==> config.mk <==
export PLATFORM = sky130hd
export DESIGN_NAME = int_to_radix_ascii
export DESIGN_NICKNAME = d
export VERILOG_FILES = /design/src/hdl/ira_pkg.sv /design/src/hdl/ira_seq.sv /design/src/hdl/ira_dp.sv /design/src/hdl/int_to_radix_ascii.sv
export SDC_FILE = /design/constraint.sdc
export NUM_CORES = 2
export LEC_CHECK = 0
export BUFFER_PORTS_ARGS = -buffer_cell sky130_fd_sc_hd__buf_2
export CAP_MARGIN = 30
export CELL_PAD_IN_SITES_DETAIL_PLACEMENT = 1
export CELL_PAD_IN_SITES_GLOBAL_PLACEMENT = 2
export CORE_UTILIZATION = 30
export CTS_CLUSTER_SIZE = 10
export DETAILED_ROUTE_END_ITERATION = 6
export PLACE_DENSITY = 0.59
export SYNTH_ARGS = -nofsm -noshare
export SYNTH_HDL_FRONTEND = slang
export SYNTH_HIERARCHICAL = 1
export SYNTH_SLANG_ARGS = --single-unit
==> constraint.sdc <==
create_clock -name clk -period 7.11 [get_ports clk]
set_input_delay 0.711 -clock clk [delete_from_list [all_inputs] [get_ports clk]]
set_output_delay 0.711 -clock clk [all_outputs]
set_load 0.05 [all_outputs]
==> src/hdl/ira_pkg.sv <==
// Shared constants, types, microcode program and helper functions for int_to_radix_ascii.
package ira_pkg;

	localparam int WORD_W         = 32;
	localparam int RADIX_W        = 6;
	localparam int SPACE_W        = 8;
	localparam int CHAR_W         = 8;
	localparam int LEN_W          = 6;
	localparam int WORD_DIGITS    = 32;
	localparam int DEF_MAX_DIGITS = 32;
	localparam int PC_W           = 4;

	// reciprocal of ten, scaled by 2^35
	localparam logic [WORD_W-1:0] RECIP10 = 32'hCCCC_CCCD;
	localparam int RECIP10_SH = 35;

	// base kinds
	localparam logic [1:0] K_BIN = 2'd0;
	localparam logic [1:0] K_OCT = 2'd1;
	localparam logic [1:0] K_DEC = 2'd2;
	localparam logic [1:0] K_HEX = 2'd3;

	// radix codes
	localparam logic [RADIX_W-1:0] RADIX_BIN = 6'd2;
	localparam logic [RADIX_W-1:0] RADIX_OCT = 6'd8;
	localparam logic [RADIX_W-1:0] RADIX_DEC = 6'd10;
	localparam logic [RADIX_W-1:0] RADIX_HEX = 6'd16;

	// characters
	localparam logic [CHAR_W-1:0] CH_NUL  = 8'h00;
	localparam logic [CHAR_W-1:0] CH_ZERO = 8'h30;
	localparam logic [CHAR_W-1:0] CH_B    = 8'h62;
	localparam logic [CHAR_W-1:0] CH_X    = 8'h78;
	localparam logic [CHAR_W-1:0] CH_A    = 8'h61;

	// datapath actions
	localparam logic [3:0] ACT_NONE     = 4'd0;
	localparam logic [3:0] ACT_LOAD     = 4'd1;
	localparam logic [3:0] ACT_MUL      = 4'd2;
	localparam logic [3:0] ACT_DIG      = 4'd3;
	localparam logic [3:0] ACT_SETLEN   = 4'd4;
	localparam logic [3:0] ACT_EMIT_PRE = 4'd5;
	localparam logic [3:0] ACT_EMIT_DIG = 4'd6;
	localparam logic [3:0] ACT_EMIT_NUL = 4'd7;
	localparam logic [3:0] ACT_EMIT_ERR = 4'd8;

	// jump conditions
	localparam logic [3:0] C_NEVER    = 4'd0;
	localparam logic [3:0] C_ALWAYS   = 4'd1;
	localparam logic [3:0] C_NO_INPUT = 4'd2;
	localparam logic [3:0] C_BAD      = 4'd3;
	localparam logic [3:0] C_MORE     = 4'd4;
	localparam logic [3:0] C_OVF      = 4'd5;
	localparam logic [3:0] C_PRE_NONE = 4'd6;
	localparam logic [3:0] C_PRE_MORE = 4'd7;
	localparam logic [3:0] C_DIG_MORE = 4'd8;

	// program addresses
	localparam logic [PC_W-1:0] S_IDLE = 4'd0;
	localparam logic [PC_W-1:0] S_CHKB = 4'd1;
	localparam logic [PC_W-1:0] S_MUL  = 4'd2;
	localparam logic [PC_W-1:0] S_DIG  = 4'd3;
	localparam logic [PC_W-1:0] S_CHKS = 4'd4;
	localparam logic [PC_W-1:0] S_CHKP = 4'd5;
	localparam logic [PC_W-1:0] S_PRE  = 4'd6;
	localparam logic [PC_W-1:0] S_DIGO = 4'd7;
	localparam logic [PC_W-1:0] S_NUL  = 4'd8;
	localparam logic [PC_W-1:0] S_ERR  = 4'd9;

	typedef struct packed {
		logic [3:0]      act;
		logic [3:0]      cond;
		logic [PC_W-1:0] target;
	} uword_t;

	typedef struct packed {
		logic [3:0] act;
		logic       fire;
	} dp_ctrl_t;

	typedef struct packed {
		logic out_free;
		logic bad;
		logic more;
		logic ovf;
		logic pre_none;
		logic pre_more;
		logic dig_more;
	} dp_stat_t;

	// microcode ROM: next pc is target when the condition holds, else pc + 1
	function automatic uword_t ucode(input logic [PC_W-1:0] pc);
		uword_t w;
		case (pc)
			S_IDLE:  w = '{ACT_LOAD,     C_NO_INPUT, S_IDLE};
			S_CHKB:  w = '{ACT_NONE,     C_BAD,      S_ERR};
			S_MUL:   w = '{ACT_MUL,      C_NEVER,    S_IDLE};
			S_DIG:   w = '{ACT_DIG,      C_MORE,     S_MUL};
			S_CHKS:  w = '{ACT_SETLEN,   C_OVF,      S_ERR};
			S_CHKP:  w = '{ACT_NONE,     C_PRE_NONE, S_DIGO};
			S_PRE:   w = '{ACT_EMIT_PRE, C_PRE_MORE, S_PRE};
			S_DIGO:  w = '{ACT_EMIT_DIG, C_DIG_MORE, S_DIGO};
			S_NUL:   w = '{ACT_EMIT_NUL, C_ALWAYS,   S_IDLE};
			S_ERR:   w = '{ACT_EMIT_ERR, C_ALWAYS,   S_IDLE};
			default: w = '{ACT_NONE,     C_ALWAYS,   S_IDLE};
		endcase
		return w;
	endfunction

	function automatic logic [CHAR_W-1:0] digit_char(input logic [3:0] d);
		logic [CHAR_W-1:0] c;
		if (d < 4'd10) begin
			c = CH_ZERO + CHAR_W'(d);
		end else begin
			c = CH_A + CHAR_W'(d - 4'd10);
		end
		return c;
	endfunction

endpackage

==> src/hdl/ira_seq.sv <==
// Microcode sequencer: step counter, program ROM lookup and jump logic.
module ira_seq
	import ira_pkg::*;
(
	input  logic     clk,
	input  logic     arst_n,
	input  logic     in_valid,
	input  dp_stat_t stat,
	output dp_ctrl_t ctrl,
	output logic     in_ready
);

	logic [PC_W-1:0] pc_q;
	uword_t          uw;
	logic            is_emit;
	logic            hold;
	logic            cond_hit;

	assign uw = ucode(pc_q);

	always_comb begin
		is_emit = (uw.act == ACT_EMIT_PRE) || (uw.act == ACT_EMIT_DIG) ||
			(uw.act == ACT_EMIT_NUL) || (uw.act == ACT_EMIT_ERR);
		hold = is_emit && !stat.out_free;
		case (uw.cond)
			C_NEVER:    cond_hit = 1'b0;
			C_ALWAYS:   cond_hit = 1'b1;
			C_NO_INPUT: cond_hit = !in_valid;
			C_BAD:      cond_hit = stat.bad;
			C_MORE:     cond_hit = stat.more;
			C_OVF:      cond_hit = stat.ovf;
			C_PRE_NONE: cond_hit = stat.pre_none;
			C_PRE_MORE: cond_hit = stat.pre_more;
			C_DIG_MORE: cond_hit = stat.dig_more;
			default:    cond_hit = 1'b1;
		endcase
	end

	assign ctrl.act  = uw.act;
	assign ctrl.fire = !hold && ((uw.act != ACT_LOAD) || in_valid);
	assign in_ready  = (pc_q == S_IDLE);

	always_ff @(posedge clk or negedge arst_n) begin
		if (!arst_n) begin
			pc_q <= S_IDLE;
		end else if (!hold) begin
			pc_q <= cond_hit ? uw.target : pc_q + 1'b1;
		end
	end

endmodule

==> src/hdl/ira_dp.sv <==
// Datapath: divide-by-base unit, digit buffer, length check and output register.
module ira_dp
	import ira_pkg::*;
#(
	parameter int MAX_DIGITS = DEF_MAX_DIGITS
) (
	input  logic               clk,
	input  logic               arst_n,
	input  dp_ctrl_t           ctrl,
	input  logic [WORD_W-1:0]  in_word,
	input  logic [RADIX_W-1:0] in_radix,
	input  logic [SPACE_W-1:0] in_space,
	input  logic               out_ready,
	output dp_stat_t           stat,
	output logic               out_valid,
	output logic [CHAR_W-1:0]  out_char,
	output logic               out_ok,
	output logic [LEN_W-1:0]   out_len,
	output logic               out_last
);

	localparam int CAP  = (MAX_DIGITS < WORD_DIGITS) ? MAX_DIGITS : WORD_DIGITS;
	localparam int NW   = $clog2(CAP + 1);
	localparam int IDXW = (CAP > 1) ? $clog2(CAP) : 1;

	logic [WORD_W-1:0]   v_q;
	logic [WORD_W-1:0]   q_q;
	logic [1:0]          kind_q;
	logic [SPACE_W-1:0]  space_q;
	logic                bad_q;
	logic [NW-1:0]       nd_q;
	logic                pi_q;
	logic [LEN_W-1:0]    len_q;
	logic [3:0]          dbuf_q [CAP];
	logic                out_valid_q;
	logic [CHAR_W-1:0]   char_q;
	logic                ok_q;
	logic [LEN_W-1:0]    olen_q;
	logic                last_q;

	logic [2*WORD_W-1:0] prod;
	logic [WORD_W-1:0]   quot;
	logic [3:0]          rem;
	logic [3:0]          q_x10;
	logic [1:0]          pre_len;
	logic [LEN_W-1:0]    len_c;
	logic [SPACE_W-1:0]  total;
	logic [NW-1:0]       nd_m1;
	logic [1:0]          kind_in;
	logic                radix_ok;
	logic                emit_go;

	// quotient by base; ten goes through the reciprocal multiply
	always_comb begin
		prod = v_q * RECIP10;
		case (kind_q)
			K_BIN:   quot = {1'b0, v_q[WORD_W-1:1]};
			K_OCT:   quot = {3'b0, v_q[WORD_W-1:3]};
			K_HEX:   quot = {4'b0, v_q[WORD_W-1:4]};
			default: quot = WORD_W'(prod[2*WORD_W-1:RECIP10_SH]);
		endcase
	end

	// remainder; base ten takes it from the registered quotient; it stays below 16 so four bits do
	always_comb begin
		q_x10 = {q_q[0], 3'b0} + {q_q[2:0], 1'b0};
		case (kind_q)
			K_BIN:   rem = {3'b0, v_q[0]};
			K_OCT:   rem = {1'b0, v_q[2:0]};
			K_HEX:   rem = v_q[3:0];
			default: rem = v_q[3:0] - q_x10;
		endcase
	end

	always_comb begin
		case (kind_q)
			K_BIN, K_HEX: pre_len = 2'd2;
			K_OCT:        pre_len = 2'd1;
			default:      pre_len = 2'd0;
		endcase
		len_c = LEN_W'(nd_q) + LEN_W'(pre_len);
		total = SPACE_W'(len_c) + 8'd1;
		nd_m1 = nd_q - 1'b1;
	end

	always_comb begin
		case (in_radix)
			RADIX_BIN: begin kind_in = K_BIN; radix_ok = 1'b1; end
			RADIX_OCT: begin kind_in = K_OCT; radix_ok = 1'b1; end
			RADIX_DEC: begin kind_in = K_DEC; radix_ok = 1'b1; end
			RADIX_HEX: begin kind_in = K_HEX; radix_ok = 1'b1; end
			default:   begin kind_in = K_DEC; radix_ok = 1'b0; end
		endcase
	end

	assign stat.out_free = !out_valid_q || out_ready;
	assign stat.bad      = bad_q;
	assign stat.more     = (q_q != '0) && ((NW + 1)'(nd_q) + 1'b1 < (NW + 1)'(CAP));
	assign stat.ovf      = total > space_q;
	assign stat.pre_none = (pre_len == 2'd0);
	assign stat.pre_more = !pi_q && (pre_len == 2'd2);
	assign stat.dig_more = nd_q > NW'(1);

	assign emit_go = ctrl.fire && ((ctrl.act == ACT_EMIT_PRE) || (ctrl.act == ACT_EMIT_DIG) ||
		(ctrl.act == ACT_EMIT_NUL) || (ctrl.act == ACT_EMIT_ERR));

	always_ff @(posedge clk or negedge arst_n) begin
		if (!arst_n) begin
			out_valid_q <= 1'b0;
		end else if (emit_go) begin
			out_valid_q <= 1'b1;
		end else if (out_ready) begin
			out_valid_q <= 1'b0;
		end
	end

	always_ff @(posedge clk) begin
		if (ctrl.fire) begin
			case (ctrl.act)
				ACT_LOAD: begin
					v_q     <= in_word;
					kind_q  <= kind_in;
					space_q <= in_space;
					bad_q   <= !radix_ok || (in_space == '0);
					nd_q    <= '0;
					pi_q    <= 1'b0;
				end
				ACT_MUL: begin
					q_q <= quot;
				end
				ACT_DIG: begin
					dbuf_q[nd_q[IDXW-1:0]] <= rem;
					nd_q <= nd_q + 1'b1;
					v_q  <= q_q;
				end
				ACT_SETLEN: begin
					len_q <= len_c;
				end
				ACT_EMIT_PRE: begin
					char_q <= !pi_q ? CH_ZERO : ((kind_q == K_BIN) ? CH_B : CH_X);
					ok_q   <= 1'b1;
					olen_q <= len_q;
					last_q <= 1'b0;
					pi_q   <= 1'b1;
				end
				ACT_EMIT_DIG: begin
					char_q <= digit_char(dbuf_q[nd_m1[IDXW-1:0]]);
					ok_q   <= 1'b1;
					olen_q <= len_q;
					last_q <= 1'b0;
					nd_q   <= nd_m1;
				end
				ACT_EMIT_NUL: begin
					char_q <= CH_NUL;
					ok_q   <= 1'b1;
					olen_q <= len_q;
					last_q <= 1'b1;
				end
				ACT_EMIT_ERR: begin
					char_q <= CH_NUL;
					ok_q   <= 1'b0;
					olen_q <= '0;
					last_q <= 1'b1;
				end
				default: begin
				end
			endcase
		end
	end

	assign out_valid = out_valid_q;
	assign out_char  = char_q;
	assign out_ok    = ok_q;
	assign out_len   = olen_q;
	assign out_last  = last_q;

endmodule

==> src/hdl/int_to_radix_ascii.sv <==
// Top level of the unsigned integer to radix ASCII string converter.
// One input transaction carries a 32-bit value (read as unsigned), a radix and a buffer size.
// For radix 2, 8, 10 or 16 the block sends one output transaction per character: the prefix
// ("0b", "0", none, "0x"), the lower-case digits most significant first (zero gives one '0'),
// then a NUL with tlast set. Every character carries the string length without the NUL.
// An invalid radix, a zero size, or prefix + digits + NUL larger than the size gives a single
// transaction with char 0, ok 0, length 0 and tlast set. At most MAX_DIGITS low-order digits
// are kept. Timing: one item is worked on at a time. Each digit goes through the shared
// divide-by-base unit (a reciprocal multiply for base ten, a shift otherwise, then the
// remainder), each character goes through the single output register, and sequencer steps
// do the checks. A bad radix or a zero size is rejected at the check step after the load;
// a buffer that is too small is only found once the digits exist. A new input is taken
// once the last character of the previous run sits in the output register.
module int_to_radix_ascii
	import ira_pkg::*;
#(
	parameter int MAX_DIGITS = DEF_MAX_DIGITS
) (
	input  logic        clk,
	input  logic        arst_n,
	input  logic        s_tvalid,
	output logic        s_tready,
	input  logic [47:0] s_tdata,   // word_value[31:0], radix[37:32], space_avail[45:38], zero pad
	output logic        m_tvalid,
	input  logic        m_tready,
	output logic [15:0] m_tdata,   // out_char[7:0], str_length[13:8], zero pad
	output logic        m_tuser,   // ok_flag
	output logic        m_tlast    // last_flag
);

	dp_ctrl_t          ctrl;
	dp_stat_t          stat;
	logic [CHAR_W-1:0] out_char;
	logic [LEN_W-1:0]  out_len;

	ira_seq u_seq (
		.clk      (clk),
		.arst_n   (arst_n),
		.in_valid (s_tvalid),
		.stat     (stat),
		.ctrl     (ctrl),
		.in_ready (s_tready)
	);

	ira_dp #(
		.MAX_DIGITS (MAX_DIGITS)
	) u_dp (
		.clk       (clk),
		.arst_n    (arst_n),
		.ctrl      (ctrl),
		.in_word   (s_tdata[31:0]),
		.in_radix  (s_tdata[37:32]),
		.in_space  (s_tdata[45:38]),
		.out_ready (m_tready),
		.stat      (stat),
		.out_valid (m_tvalid),
		.out_char  (out_char),
		.out_ok    (m_tuser),
		.out_len   (out_len),
		.out_last  (m_tlast)
	);

	assign m_tdata = {2'b00, out_len, out_char};

endmodule

Yosys cells after proc, flatten, opt, wreduce, memory -nomap -nowiden
Memory sizes are Yosys's and may differ from the RTL's.
Cells that the tools add are included.
{"block": "classes", "addsub": 11, "n_mul": 1, "magnitude_cmp": 4, "eq_ne": 23, "muxes": 22, "n_reduce_logical": 44}
{"operator": "31-bit case mux with 3 select lines", "n": 1}
{"operator": "32-bit by 32-bit multiplier with 64-bit output, second input constant", "n": 1}
{"operator": "32-bit case mux with 2 select lines", "n": 1}
{"operator": "4-bit by 3-bit equality test with 1-bit output, second input constant", "n": 8}
{"operator": "32-bit nonzero test", "n": 1}
{"operator": "8-bit case mux with 3 select lines", "n": 1}
{"operator": "6-bit case mux with 3 select lines", "n": 1}
{"operator": "2-bit AND reduction", "n": 9}
{"operator": "4-bit by 2-bit equality test with 1-bit output, second input constant", "n": 4}
{"operator": "8-bit 2-to-1 mux", "n": 2}
{"operator": "6-bit by 1-bit adder with 7-bit output, second input constant", "n": 2}
{"operator": "6-bit by 4-bit equality test with 1-bit output, second input constant", "n": 2}
{"operator": "4-bit case mux with 3 select lines", "n": 1}
{"operator": "6-bit case mux with 2 select lines", "n": 1}
{"operator": "2-bit nonzero test", "n": 5}
{"operator": "7-bit by 8-bit adder with 8-bit output, first input constant", "n": 1}
{"operator": "4-bit equality test, second input constant", "n": 2}
{"operator": "8-bit > comparator", "n": 1}
{"operator": "4-bit zero test", "n": 2}
{"operator": "8-bit zero test", "n": 1}
{"operator": "1-bit case mux with 8 select lines", "n": 1}
{"operator": "6-bit by 4-bit adder with 7-bit output, first input constant", "n": 1}
{"operator": "7-bit by 6-bit < comparator with 1-bit output, second input constant", "n": 1}
{"operator": "6-bit by 1-bit adder with 6-bit output, second input constant", "n": 1}
{"operator": "28 further kinds", "n": 54}
{"block": "word_totals", "regBits": 109, "ram_bits": 128, "romBits": 192, "input_bits": 52, "out_inout_bits": 20, "n_memories": 2}
{"name": "(no name shown)", "words": 16, "word_bits": 12, "rd": 1, "rd_ports_with_merged_regs": 0, "wr": 0, "line_no": "ira_pkg.sv:94", "source": "case (pc)"}
{"name": "u_dp.dbuf_q", "words": 32, "word_bits": 4, "rd": 1, "rd_ports_with_merged_regs": 0, "wr": 1, "line_no": "ira_dp.sv:34", "source": "logic [3:0] dbuf_q [CAP];"}

Logic depth before layout (Yosys ltp)
An unclocked memory read counts as a cell.
{"block": "depth", "ltp_word": 10, "depth_mapped": 25, "ltp_nobuf": 24}

By module
The synthesis kept the hierarchy.
{"mod": "ira_dp", "n_inst": 1, "cells_per_inst": 2458, "area_per_inst_um2": 27555.2, "seq_area_each_um2": 6961.7}
{"mod": "ira_seq", "n_inst": 1, "cells_per_inst": 87, "area_per_inst_um2": 666.9, "seq_area_each_um2": 100.1}
{"mod": "int_to_radix_ascii", "n_inst": 1, "cells_per_inst": 3, "area_per_inst_um2": 18.8, "seq_area_each_um2": 0.0}

Least setup slack after synthesis
Ideal clock, no wire load.
{"block": "synth_timing", "kind": "register -> register", "startpoint": "reg u_dp.v_q[11]", "endpoint": "reg u_dp.q_q[24] (data pin)", "setup_ps": 272, "arrival_time_ps": 6663, "required_ps": 6838, "path_slack_ps": 175, "stages_incl_launch_ff": 24, "synth_period_minus_slack_ps": 6935, "cell_sequence": "edfxtp_1 > ha_1 > clkbuf_1 > xor2_1 > ha_1 > a21o_1 > fa_1 > inv_1 > fa_1 > inv_1 > fa_1 > fa_1 > fa_1 > fa_1 > ha_1 > a21o_1 > a31o_2 > a2111oi_2 > o211ai_1 > o211ai_1 > a31oi_1 > or3_1 > a21oi_1 > a21oi_1"}
{"block": "synth_via", "elab_chain_cells": 2}
{"item": "from (decl)", "line_no": "ira_dp.sv:26", "source": "logic [WORD_W-1:0] v_q;"}
{"item": "from (signal assigned)", "line_no": "ira_dp.sv:121", "source": "v_q <= in_word;"}
{"item": "from (signal assigned)", "line_no": "ira_dp.sv:134", "source": "v_q <= q_q;"}
{"item": "32-bit by 32-bit multiplier with 64-bit output", "line_no": "ira_dp.sv:55", "source": "prod = v_q * RECIP10;"}
{"item": "31-bit case mux with 3 select lines", "line_no": "ira_dp.sv:56", "source": "case (kind_q)"}
{"item": "named net u_dp.quot[24]", "line_no": "ira_dp.sv:42", "source": "logic [WORD_W-1:0] quot;"}
{"item": "to (signal assigned)", "line_no": "ira_dp.sv:129", "source": "q_q <= quot;"}
{"item": "to (decl)", "line_no": "ira_dp.sv:27", "source": "logic [WORD_W-1:0] q_q;"}
The timed path passes the listed nets, and every way through them passes these cells.
A chain may end at the register's enable or synchronous reset.

Worst setup path in the final report
{"block": "layout_timing", "startpoint": "reg u_dp.v_q[11]", "endpoint": "reg u_dp.q_q[28] (data pin)"}
Same word-level chain as after synthesis.

==> impl_results.md <==
* CTS tree: built
* Nets@finish at 3,782
* Hpwl dp at 84,120 um
* Outcome: finished, violations left
* Critical-path cell list: ha_4 -> xor2_2 -> ha_2 -> fa_1 -> inv_2 -> fa_2 -> inv_1 -> fa_2 -> fa_1 -> fa_2 -> fa_2 -> ha_4 -> and3_4 -> nand3_1 -> nor2_2 -> buf_6 -> o2111ai_2 -> o211ai_1 -> buf_4 -> a211oi_2 -> buf_4 -> a211o_1 -> and3_1 -> o31a_1
* Sink Count at 236
* First-pass GRT wire length at 149,000 um
* Area leader, netlist: fa_1
* Worst Path Arrival at 7.48 ns
* Layout cells sized above 1 at 24.03%
* Critical path depth in cells at 24
* HP Class: in -> reg
* Site Rows at 112
* CP Launch Type: flip-flop
* Final ANT Viol Nets at 0
* Initial DRT Pass Iterations at 7
* Max frequency at 0.1395 GHz
* Sequential element share of the synthesized area at 25.01%
* Placed cell count at 4,139
* Netlist cell types at 87
* Worst path top cell family by delay: adder cells
* Failing checks: DRC, setup timing
* Die Y at 308.8 um
* Top post-synthesis cells by count: inv_1 (560), fa_1 (387), ha_1 (379), edfxtp_1 (231), nand2_1 (179)
* Maximum fanout along the worst path at 4
* Final hold vios at 0
* CP required at 7.42 ns
* Pin count of the biggest net entering global routing at 42
* Critical path class: reg -> reg
* Vias in the first global route at 23,302
* Number of buffers created by CTS at 28
* H-Tree Depth at 1
* Routability congestion estimate at 0.8824
* Top cell type's share of synthesized area at 27.43%
* P&R area growth vs syn at 23.59%
* Area of the core at 93,330 um^2
* Die X-Extent at 308.8 um
* Max-cap violation count at 0
* Wire per inst at 23.38 um
* R2R setup slack at -0.06 ns
* Slowest-stage cell, CP: fa_2
* Final setup viols at 2
* Residual DRC at 5
* Final setup margin at -0.05593 ns
* Mean Syn Cell Area at 11.08 um^2
* Most used cell, CP: fa_2
* Syn Inst Count at 2,548
* EDFF count, synth at 231
* Fill count at 10,390
* Worst Hold Launch: s_tdata[41]
* DR vias at 20,359
* Layout Skew at 0.02614 ns
* Hold depth at 1
* Unrepaired setup endpoints after global routing: true
* WL final at 98,810 um
* Worst skew pair latency at 0.57 ns
* Initial core utilization at 30.26%
* Setup TNS at -0.08296 ns
* FF+latch count, synth at 236
* Synth Cell Area at 28,240 um^2
* Die area at 95,370 um^2
* CP endpoint kind: flip-flop
* Prevailing post-synth register cell: edfxtp_1
* I/O pin count at 72
* Max incr delay on CP at 0.57 ns
* Via/cell ratio at 4.818
* Clock slew seen by the registers of the worst setup and hold paths at 0.06 ns
* Final Max Slew Viols at 0
* Worst r2r src: u_dp/v_q[11]
* Fraction of registers with async set/reset at 2.119%
* Most common cell in the netlist: inv_1
* Final Cell Area at 34,900 um^2
* IO buf count at 67
* RR Endpoint: u_dp/q_q[28]
* Ranking of synthesized cells by area: fa_1 (27%), edfxtp_1 (25%), ha_1 (17%)
* Slew headroom at 32.95%
* Final Cycle Share at 100.8%
* Yosys warns at 6
* Slew @ Worst Pin at 0.9986 ns
* Post-placement cell area at 32,440 um^2
* R2R depth at 24
* Tmin final at 7.166 ns
* DR iter-0 viols at 980
* Gr ovfl total at 0
* CP bufs+invs at 5
* Hold EP: u_dp/space_q[3]
* GRT Overall Usage at 21.23%
* CTS Buffer Depth at 3
* Root buf cell: clkbuf_16
* Post-Layout Cell Count at 4,226
* Initial antenna violation count at 11
registers in the layout, indices dropped and copies added (netlist names):
name            count
u_dp/out_ok         1
u_dp/len_q          6
u_dp/dbuf_q       128
u_dp/kind_q         2
u_dp/out_last       1
u_seq/pc_q          4
u_dp/pi_q           1
u_dp/space_q        8
u_dp/bad_q          1
u_dp/v_q           32
u_dp/out_valid      1
u_dp/nd_q           6
u_dp/q_q           31
u_dp/out_char       8
u_dp/out_len        6
logic make-up (layout without fill, tap and decap cells):
group           count (synthesis)  in the layout  share of synthesized area (%)
compound gates                320            320                          7.860
other cells                     2              4                        0.02659
mux                            55             55                          3.846
flops                         236            236                          25.01
fa+ha+maj                     766            766                          44.22
simple gates                  449            449                          7.620
buf+inv                       632           1054                          8.662
xor+xnor                       88             88                          2.756
cells in the final DEF (no fill, tap or decap), types with 8 or more instances in the layout:
cell	netlist	final
and3_1	19	17
ha_4	0	53
a21oi_2	1	18
nand2_1	179	178
buf_2	3	67
buf_4	3	358
nand3_1	28	28
buf_6	5	24
nor2_1	86	81
nand4_1	20	20
o211ai_1	12	12
clkbuf_16	0	28
nor2b_1	17	17
fa_1	387	369
nor3_1	19	15
xor2_1	47	37
a222oi_1	28	28
o21ai_1	6	12
edfxtp_1	231	231
ha_2	0	9
inv_1	560	542
nor4_1	12	12
nand2b_1	13	12
ha_1	379	317
or3_1	9	9
o21ai_0	43	30
a211oi_2	2	8
fa_2	0	18
mux4_2	34	34
and2_1	17	15
inv_2	1	19
a21oi_1	84	65
a21o_1	63	62
xnor2_1	40	39
mux2i_1	12	12
worst max path at each step:
| stage | start | to |
|---|---|---|
| 6_report | u_dp/v_q[11] | u_dp/q_q[28] |
| 4_1_cts | u_dp/v_q[20] | u_dp/q_q[28] |
| 5_1_grt | u_dp/v_q[12] | u_dp/q_q[22] |
| 3_3_place_gp | u_dp/v_q[8] | u_dp/q_q[21] |
| 2_1_floorplan | u_dp/v_q[11] | u_dp/q_q[24] |
| 3_5_place_dp | u_dp/v_q[8] | u_dp/q_q[21] |
repair_timing:
action,4_1_cts,5_1_grt
setup buffers,30,22
endpoints found under the setup margin,26,24
pin swaps,45,80
hold buffers,1,0
hold endpoints to repair,5,0
resized for setup,119,112
per-stage QoR:
stage	utilization [%]	hold WS (ns)	setup WS (ns)
3_5_place_dp	34.76	0.5395	-0.5874
4_1_cts	36.61	0.3112	-0.05690
5_1_grt	37.40	0.3139	-0.2830
2_1_floorplan	-	0.4154	0.1752
3_3_place_gp	34.70	0.5371	-0.5441
6_report	37.40	0.3392	-0.05593
cell type report:
cell class,instances,area [um^2],area share (%)
Timing Repair Buffer,455,3401,9.743
Sequential cell,236,7062,20.23
Clock inverter,3,47.55,0.1362
Tap cell,1254,1569,4.495
Clock buffer,34,733.2,2.101
Antenna cell,1,2.502,0.007169
Multi-Input combinational cell,1681,19970,57.23
Inverter,562,2115,6.058
routing by layer:
layer / global-route usage, % / part of all wire, % / vias up
li1: - / - / 9312
met1: 29.03 / 45 / 10494
met2: 35.41 / 47 / 410
met3: 3.350 / 5.1 / 123
met4: 4.421 / 2.2 / 20
met5: 0 / 0.14 / -
worst register-to-register path: stages (launching register included):
cell and delay [ns]:
edfxtp_1 0.53, ha_4 0.35, xor2_2 0.15, ha_2 0.30, fa_1 0.53, inv_2 0.06
fa_2 0.53, inv_1 0.06, fa_2 0.57, fa_1 0.42, fa_2 0.55, fa_2 0.45
ha_4 0.31, and3_4 0.20, nand3_1 0.11, nor2_2 0.19, buf_6 0.15, o2111ai_2 0.14
o211ai_1 0.20, buf_4 0.16, a211oi_2 0.07, buf_4 0.17, a211o_1 0.30, and3_1 0.18
o31a_1 0.25
Power is not shown: default switching activity piles up to over one toggle a cycle in this logic, so the estimate is an artifact.
